==> config.mk <==
export PLATFORM = sky130hd
export DESIGN_NAME = pci_first_mmio_bar_select_core
export DESIGN_NICKNAME = d
export VERILOG_FILES = /design/src/hw/rtl/pfmbs_pkg.sv /design/src/hw/rtl/pfmbs_cell.sv /design/src/hw/rtl/pci_first_mmio_bar_select_core.sv
export SDC_FILE = /design/constraint.sdc
export NUM_CORES = 1
export LEC_CHECK = 0
export ABC_AREA = 0
export BUFFER_PORTS_ARGS = -buffer_cell sky130_fd_sc_hd__buf_2
export CAP_MARGIN = 20
export CORE_UTILIZATION = 56
export DETAILED_ROUTE_END_ITERATION = 10
export PLACE_DENSITY = 0.77
export SLEW_MARGIN = 20
export SYNTH_ARGS = -nofsm -noshare
export SYNTH_HDL_FRONTEND = slang
export SYNTH_SLANG_ARGS = --single-unit
export TNS_END_PERCENT = 50
==> constraint.sdc <==
create_clock -name i_clk -period 2.28 [get_ports i_clk]
set_input_delay 0.114 -clock i_clk [delete_from_list [all_inputs] [get_ports i_clk]]
set_output_delay 0.114 -clock i_clk [all_outputs]
set_load 0.05 [all_outputs]
==> src/hw/rtl/pfmbs_pkg.sv <==
package pfmbs_pkg;

    localparam int WORDS_IN = 6;

    localparam logic [31:0] EMPTY_ONES    = 32'hffff_ffff;
    localparam logic [31:0] MEM_BASE_MASK = 32'hffff_fff0;

    localparam logic [1:0] TYPE_MEM32 = 2'd0;
    localparam logic [1:0] TYPE_MEM64 = 2'd2;

    localparam logic [1:0] KIND_NONE  = 2'd0;
    localparam logic [1:0] KIND_MEM32 = 2'd1;
    localparam logic [1:0] KIND_MEM64 = 2'd2;

    typedef logic [WORDS_IN-1:0][31:0] t_words;

    typedef struct packed {
        logic [31:0] bar_word0;
        logic [31:0] bar_word1;
        logic [31:0] bar_word2;
        logic [31:0] bar_word3;
        logic [31:0] bar_word4;
        logic [31:0] bar_word5;
    } t_bar_in;

    typedef struct packed {
        logic        found;
        logic [2:0]  bar_slot;
        logic [1:0]  bar_kind;
        logic [63:0] base_address;
        logic        prefetchable;
    } t_bar_out;

    // scan state handed from cell to cell
    typedef struct packed {
        logic     valid;
        logic     skip;
        t_bar_out res;
    } t_scan;

endpackage

==> src/hw/rtl/pfmbs_cell.sv <==
module pfmbs_cell
    import pfmbs_pkg::*;
#(
    parameter int SLOT   = 0,
    parameter bit HAS_HI = 1'b1
) (
    input  logic   i_clk,
    input  logic   i_rst_n,
    input  t_scan  i_scan,
    input  t_words i_words,
    output t_scan  o_scan,
    output t_words o_words
);

    localparam int HI_IDX = (SLOT + 1 < WORDS_IN) ? SLOT + 1 : SLOT;

    t_scan       r_scan;
    t_scan       n_scan;
    t_words      r_words;
    logic [31:0] lo;
    logic [31:0] hi;
    logic        empty;
    logic        is_mem32;
    logic        is_mem64;
    logic [63:0] base;
    logic        active;
    logic        pick;

    always_comb begin
        lo       = i_words[SLOT];
        hi       = HAS_HI ? i_words[HI_IDX] : 32'd0;
        empty    = (lo == 32'd0) || (lo == EMPTY_ONES) || lo[0];
        is_mem32 = !empty && (lo[2:1] == TYPE_MEM32);
        is_mem64 = !empty && (lo[2:1] == TYPE_MEM64);
        base     = is_mem64 ? {hi, lo & MEM_BASE_MASK} : {32'd0, lo & MEM_BASE_MASK};
        active   = i_scan.valid && !i_scan.res.found && !i_scan.skip;
        pick     = active && (is_mem32 || is_mem64) && (base != 64'd0);

        n_scan       = i_scan;
        // a zero-base 64-bit BAR consumes its partner slot
        n_scan.skip  = active && is_mem64 && (base == 64'd0) && HAS_HI;
        if (pick) begin
            n_scan.res.found        = 1'b1;
            n_scan.res.bar_slot     = 3'(SLOT);
            n_scan.res.bar_kind     = is_mem64 ? KIND_MEM64 : KIND_MEM32;
            n_scan.res.base_address = base;
            n_scan.res.prefetchable = lo[3];
        end
    end

    always_ff @(posedge i_clk) begin
        if (!i_rst_n) begin
            r_scan.valid <= 1'b0;
        end else begin
            r_scan.valid <= n_scan.valid;
        end
        r_scan.skip <= n_scan.skip;
        r_scan.res  <= n_scan.res;
        r_words     <= i_words;
    end

    assign o_scan  = r_scan;
    assign o_words = r_words;

endmodule

==> src/hw/rtl/pci_first_mmio_bar_select_core.sv <==
// channel  | ports                       | beat taken when
// ---------+-----------------------------+-------------------
// header   | start, busy, i_bar          | start && !busy
// result   | o_done, o_result            | o_done (one cycle)
//
// One header per cycle; each result is registered once in every slot cell of
// the scan chain on its way to the output.
// busy stays low: every cell registers its beat each cycle.
// Synchronous active-low reset clears the valid bits of the chain only.
// The receiver cannot stall; results are shown for exactly one cycle.
module pci_first_mmio_bar_select_core
    import pfmbs_pkg::*;
#(
    parameter int BAR_SLOTS = 6
) (
    input  logic     i_clk,
    input  logic     i_rst_n,
    input  logic     start,
    input  t_bar_in  i_bar,
    output logic     busy,
    output logic     o_done,
    output t_bar_out o_result
);

    localparam int NSLOT = (BAR_SLOTS < 1) ? 1 : (BAR_SLOTS > WORDS_IN) ? WORDS_IN : BAR_SLOTS;

    t_scan  scan  [NSLOT+1];
    t_words words [NSLOT+1];

    assign busy = 1'b0;

    assign scan[0]  = '{valid: start && !busy, skip: 1'b0, res: '0};
    assign words[0] = {i_bar.bar_word5, i_bar.bar_word4, i_bar.bar_word3,
                       i_bar.bar_word2, i_bar.bar_word1, i_bar.bar_word0};

    for (genvar g = 0; g < NSLOT; g++) begin : g_cell
        pfmbs_cell #(
            .SLOT   (g),
            .HAS_HI (g + 1 < NSLOT)
        ) u_cell (
            .i_clk   (i_clk),
            .i_rst_n (i_rst_n),
            .i_scan  (scan[g]),
            .i_words (words[g]),
            .o_scan  (scan[g+1]),
            .o_words (words[g+1])
        );
    end

    assign o_done   = scan[NSLOT].valid;
    assign o_result = scan[NSLOT].res;

endmodule

### Word-level counts from Yosys, hierarchy flattened

Cells that the tools add are included.
W data, S select, Z words.

| word-level totals | value |
|---|---|
| output and inout bits | 73 |
| bits in registers | 917 |
| logic and storage cells | 187 |

| operators by class | value |
|---|---|
| muxes and demuxes | 17 |
| reductions and logical operators | 101 |
| eq/ne operators | 12 |

Operators with widths:

| cell | number |
|---|---|
| $reduce_bool A64 Y1 | 6 |
| $mux W67 | 5 |
| $logic_not A64 Y1 | 5 |
| $mux W64 | 5 |
| $eq A32 B32 Y1 const B | 6 |
| $logic_not A32 Y1 | 6 |
| $mux W71 | 1 |
| $logic_and A1 B1 Y1 | 44 |
| $logic_or A1 B1 Y1 | 18 |
| $logic_not A1 Y1 | 16 |
| $eq A2 B2 Y1 const B | 6 |
| $logic_not A2 Y1 | 6 |
| $mux W2 | 6 |

### Depth between registers and ports, before layout

| depth | value |
|---|---|
| depth after elaboration | 9 |
| mapped depth | 7 |

### Modules after synthesis

From an unflattened synthesis, not the netlist that was laid out.

| second synthesis, totals | value |
|---|---|
| cells, all modules | 2,441 |
| area, all modules | 38,165.4 sq um |

By module, submodules not included:

| module | area an instance (sq um) | cells an instance | seq. area each (sq um) | instances |
|---|---|---|---|---|
| pfmbs_cell (g_cell[1].u_cell ...) | 6,252.2 | 382 | 5,305.1 | 4 |
| pfmbs_cell (g_cell[5].u_cell) | 6,891.6 | 529 | 5,285.1 | 1 |
| pfmbs_cell (g_cell[0].u_cell) | 6,253.5 | 382 | 5,305.1 | 1 |
| pci_first_mmio_bar_select_core | 11.3 | 2 | 0.0 | 1 |

### Least setup slack after synthesis

No wires, ideal clock.

| path | value |
|---|---|
| path type | register to register |
| from | register g_cell[3].u_cell.r_words (netlist bit g_cell[3].u_cell.o_words[133]) |
| to | register g_cell[4].u_cell.r_scan (netlist bit g_cell[4].u_cell.o_scan[19]) |
| cell stages (with the launch flop) | 8 |
| buffers on the path | 2 |
| arrival | 1,710 ps |
| slack | 447 ps |
| library setup time | 123 ps |
| cell sequence | dfxtp_1 nor4_1 nand4_1 o2111ai_2 o21a_1 buf_6 buf_6 mux2_1 |

RTL lines:

| element | line | source |
|---|---|---|
| start: declaration | pfmbs_cell.sv:19 | `t_words r_words;` |
| start signal: assignment | pfmbs_cell.sv:59 | `r_words <= i_words;` |
| end: declaration | pfmbs_cell.sv:17 | `t_scan r_scan;` |

==> flow_summary.json <==
{
  "worst_path_dominant_cell_family": "simple AND/OR/NAND/NOR gates",
  "syn_inst": 1509,
  "rows": 73,
  "cpPeakStageDelay_ps": 380,
  "clk_pin_slew_ps": 60,
  "synth-adder-area-share_pct": 0,
  "firstDrtPassIters": 7,
  "intPower_w": 0.02510,
  "antenna_found_initial": 1,
  "ys_warn_count": 0,
  "switching_share_pct": 20.62,
  "worstPathMaxFanout": 30,
  "io_buffers": 262,
  "drc_errors": 0,
  "leakagePower_nw": 12.67,
  "cts_buffer_depth": 3,
  "met3WireLength_um": 2472,
  "ys_seq_area_share_pct": 78.24,
  "core_mm2": 0.03982,
  "synth_top_family_by_area": "multiplexers",
  "post_cts_buffers": 0,
  "final_common_cell": "dfxtp_1",
  "vias": 12854,
  "clock_skew_ps": 23.37,
  "final-hold-violation-count": 0,
  "crit_path_top_delay_cell": "nor4_2",
  "ys_dominant_reg_cell": "dfxtp_1",
  "clk_latency_ps": 590,
  "cts_buffers": 81,
  "wl_met1_um": 23360,
  "grt_use_total_pct": 25.65,
  "combPwrFrac_pct": 3.8,
  "synth_seq_cells": 886,
  "area_growth_syn_to_layout_pct": 29.21,
  "postSynth.asyncResetShare_pct": 0,
  "synthXorXnorAreaFrac_pct": 0,
  "cp.required_ps": 2740,
  "postLayoutCoreUtil_pct": 73.55,
  "synth.distinct_cells": 28,
  "path_buf_inv": 2,
  "die_w_um": 203.2,
  "avgSynthCellArea_um2": 15.02,
  "htreeDepth": 3,
  "die_area_mm2": 0.04129,
  "slew_violations": 0,
  "fmax_mhz": 444.3,
  "crit_path_cell_trace": "nor4_2, buf_4, nand4_1, o2111ai_2, o21a_2, buf_12, mux2_1",
  "yosys.area_share.simple_pct": 6.855,
  "critPathKind": "reg -> reg",
  "ir_worst_vdd_uv": 596.8,
  "synthMuxAreaShare_pct": 7.252,
  "dr_wl_met2_um": 24770,
  "setup_tns_ps": 0,
  "arrival_ps": 2710,
  "grt_pass1_wl_um": 80220,
  "drive_gt1_share_pct": 22.15,
  "fin_crit_sh_pct": 98.72,
  "layout_common_cells": "dfxtp_1 (886), buf_2 (262), dlygate4sd3_1 (194)",
  "startpoint_type": "register",
  "cp-end-kind": "register",
  "grt_max_degree": 69,
  "setup_viol": 0,
  "drv_cap": 0,
  "finalNetCount": 2204,
  "routed.top_layer": "met4",
  "hold_path_class": "in -> reg",
  "grt_overflow": 0,
  "drtIter0Drc": 785,
  "gp_congestion": 0.8693,
  "fp.dieH_um": 203.2,
  "wl_per_cell_um": 20.28,
  "power_density_mw_per_mm2": 1079,
  "fin_crit_ps": 2251,
  "cts_tree": "yes",
  "power_frac_clock_pct": 43.5,
  "ios": 268,
  "drtAntennaViolNets": 0,
  "slew_headroom_pct": 48.85,
  "grt_pass1_vias": 13883,
  "synth_area_mm2": 0.02267,
  "p_sw_w": 0.006520,
  "cts-root-buf": "clkbuf_16",
  "status": "complete, no violations",
  "initial_core_util_pct": 56.92,
  "cts.sink_count": 886,
  "synth-edff-count": 0,
  "synth_compound_area_share_pct": 5.762,
  "post-dp-hpwl_um": 33070,
  "p_seq_share_pct": 52.7,
  "tightest_slew_ps": 765.4,
  "wirelength_um": 52620,
  "viasPerCell": 4.955
}
synthesized netlist by cell type, types with 5 or more instances:
library cell	count	area [um^2]
nor2_1	19	71.32
a22o_1	128	1121
buf_2	15	75.07
nor4_1	83	519.3
nand3_1	6	30.03
mux2_1	116	1306
a21oi_1	9	45.04
dfxtp_1	886	17740
inv_1	8	30.03
nor2b_1	5	31.28
clkbuf_1	16	60.06
buf_4	15	112.6
buf_6	12	135.1
mux2_2	30	337.8
and2_1	103	644.4
nand2b_1	9	56.30
nand4_1	20	125.1
routing by layer:
layer | up-vias | GRT usage (%)
met2 | 437 | 42.30
met4 | 0 | 11.87
met1 | 6089 | 32.96
met5 | - | 0
met3 | 102 | 4.442
li1 | 6226 | -
timing repair:
| item | 4_1_cts | 5_1_grt |
|---|---|---|
| resized for setup | 2 | 4 |
| pin swaps | 0 | 2 |
| endpoints found under the hold margin | 230 | 0 |
| hold buffers | 194 | 0 |
| setup endpoints to repair | 90 | 53 |
cell families (layout without fill, tap and decap cells):
group,count (synthesis),after routing
other,1,6
flip-flops,886,886
multiplexers,146,146
AO/OA/AOI/OAI,153,153
AND/OR/NAND/NOR,254,254
buffers and inverters,69,624
power by group through the flow:
stage               sequential, W  combinational (W)  clock (W)
floorplan                  0.0170           0.000333          0
global placement           0.0170           0.000870          0
detailed placement         0.0170           0.000887          0
CTS                        0.0167            0.00116     0.0139
global route               0.0167            0.00126     0.0146
finish                     0.0167            0.00119     0.0138
per-stage QoR:
stage	hold slack, ps	power, W	std cells	area, um^2	worst slack [ps]
after global routing	100.3	0.03260	2594	29290	-2.893
after floorplan	141.7	0.01733	1513	22680	447.1
after global placement	216.9	0.01784	2257	24540	0.9828
final	117.3	0.03161	2594	29290	29.25
after CTS	44.23	0.03167	2593	29260	29.20
after detailed placement	217.6	0.01787	2257	24540	-91.19
area by class of cell:
class	instances	area [um^2]
Timing Repair Buffer	471	3503
Tap cell	525	656.9
Inverter	11	41.29
Antenna cell	1	2.502
Sequential cell	886	17740
Fill cell	2428	10530
Multi-Input combinational cell	558	4593
Clock buffer	119	2412
Clock inverter	23	344.1
path summary, 6_finish.rpt:
path                                    startpoint                                    end  slack [ps]  depth (start not counted)
max reg2reg  g_cell[2].u_cell.o_words[104]$_DFF_P_    g_cell[3].u_cell.o_scan[11]$_DFF_P_          30                          7
max          g_cell[2].u_cell.o_words[104]$_DFF_P_    g_cell[3].u_cell.o_scan[11]$_DFF_P_          30                          7
min                                     i_bar[160]  g_cell[0].u_cell.o_scan[6]$_SDFF_PN0_         120                          4
min reg2reg  g_cell[0].u_cell.o_words[143]$_DFF_P_  g_cell[1].u_cell.o_words[143]$_DFF_P_         310                          0
registers in the layout (all words and copies together) (netlist names):
register and flops:
g_cell.u_cell.o_scan 406, g_cell.u_cell.o_words 480
worst reg2reg max path, cell delays in order, from the launching register on:
cell and delay [ps]:
dfxtp_1 320, nor4_2 380, buf_4 170, nand4_1 140, o2111ai_2 270, o21a_2 250, buf_12 200, mux2_1 390
Power figures use the tool's default switching activity.
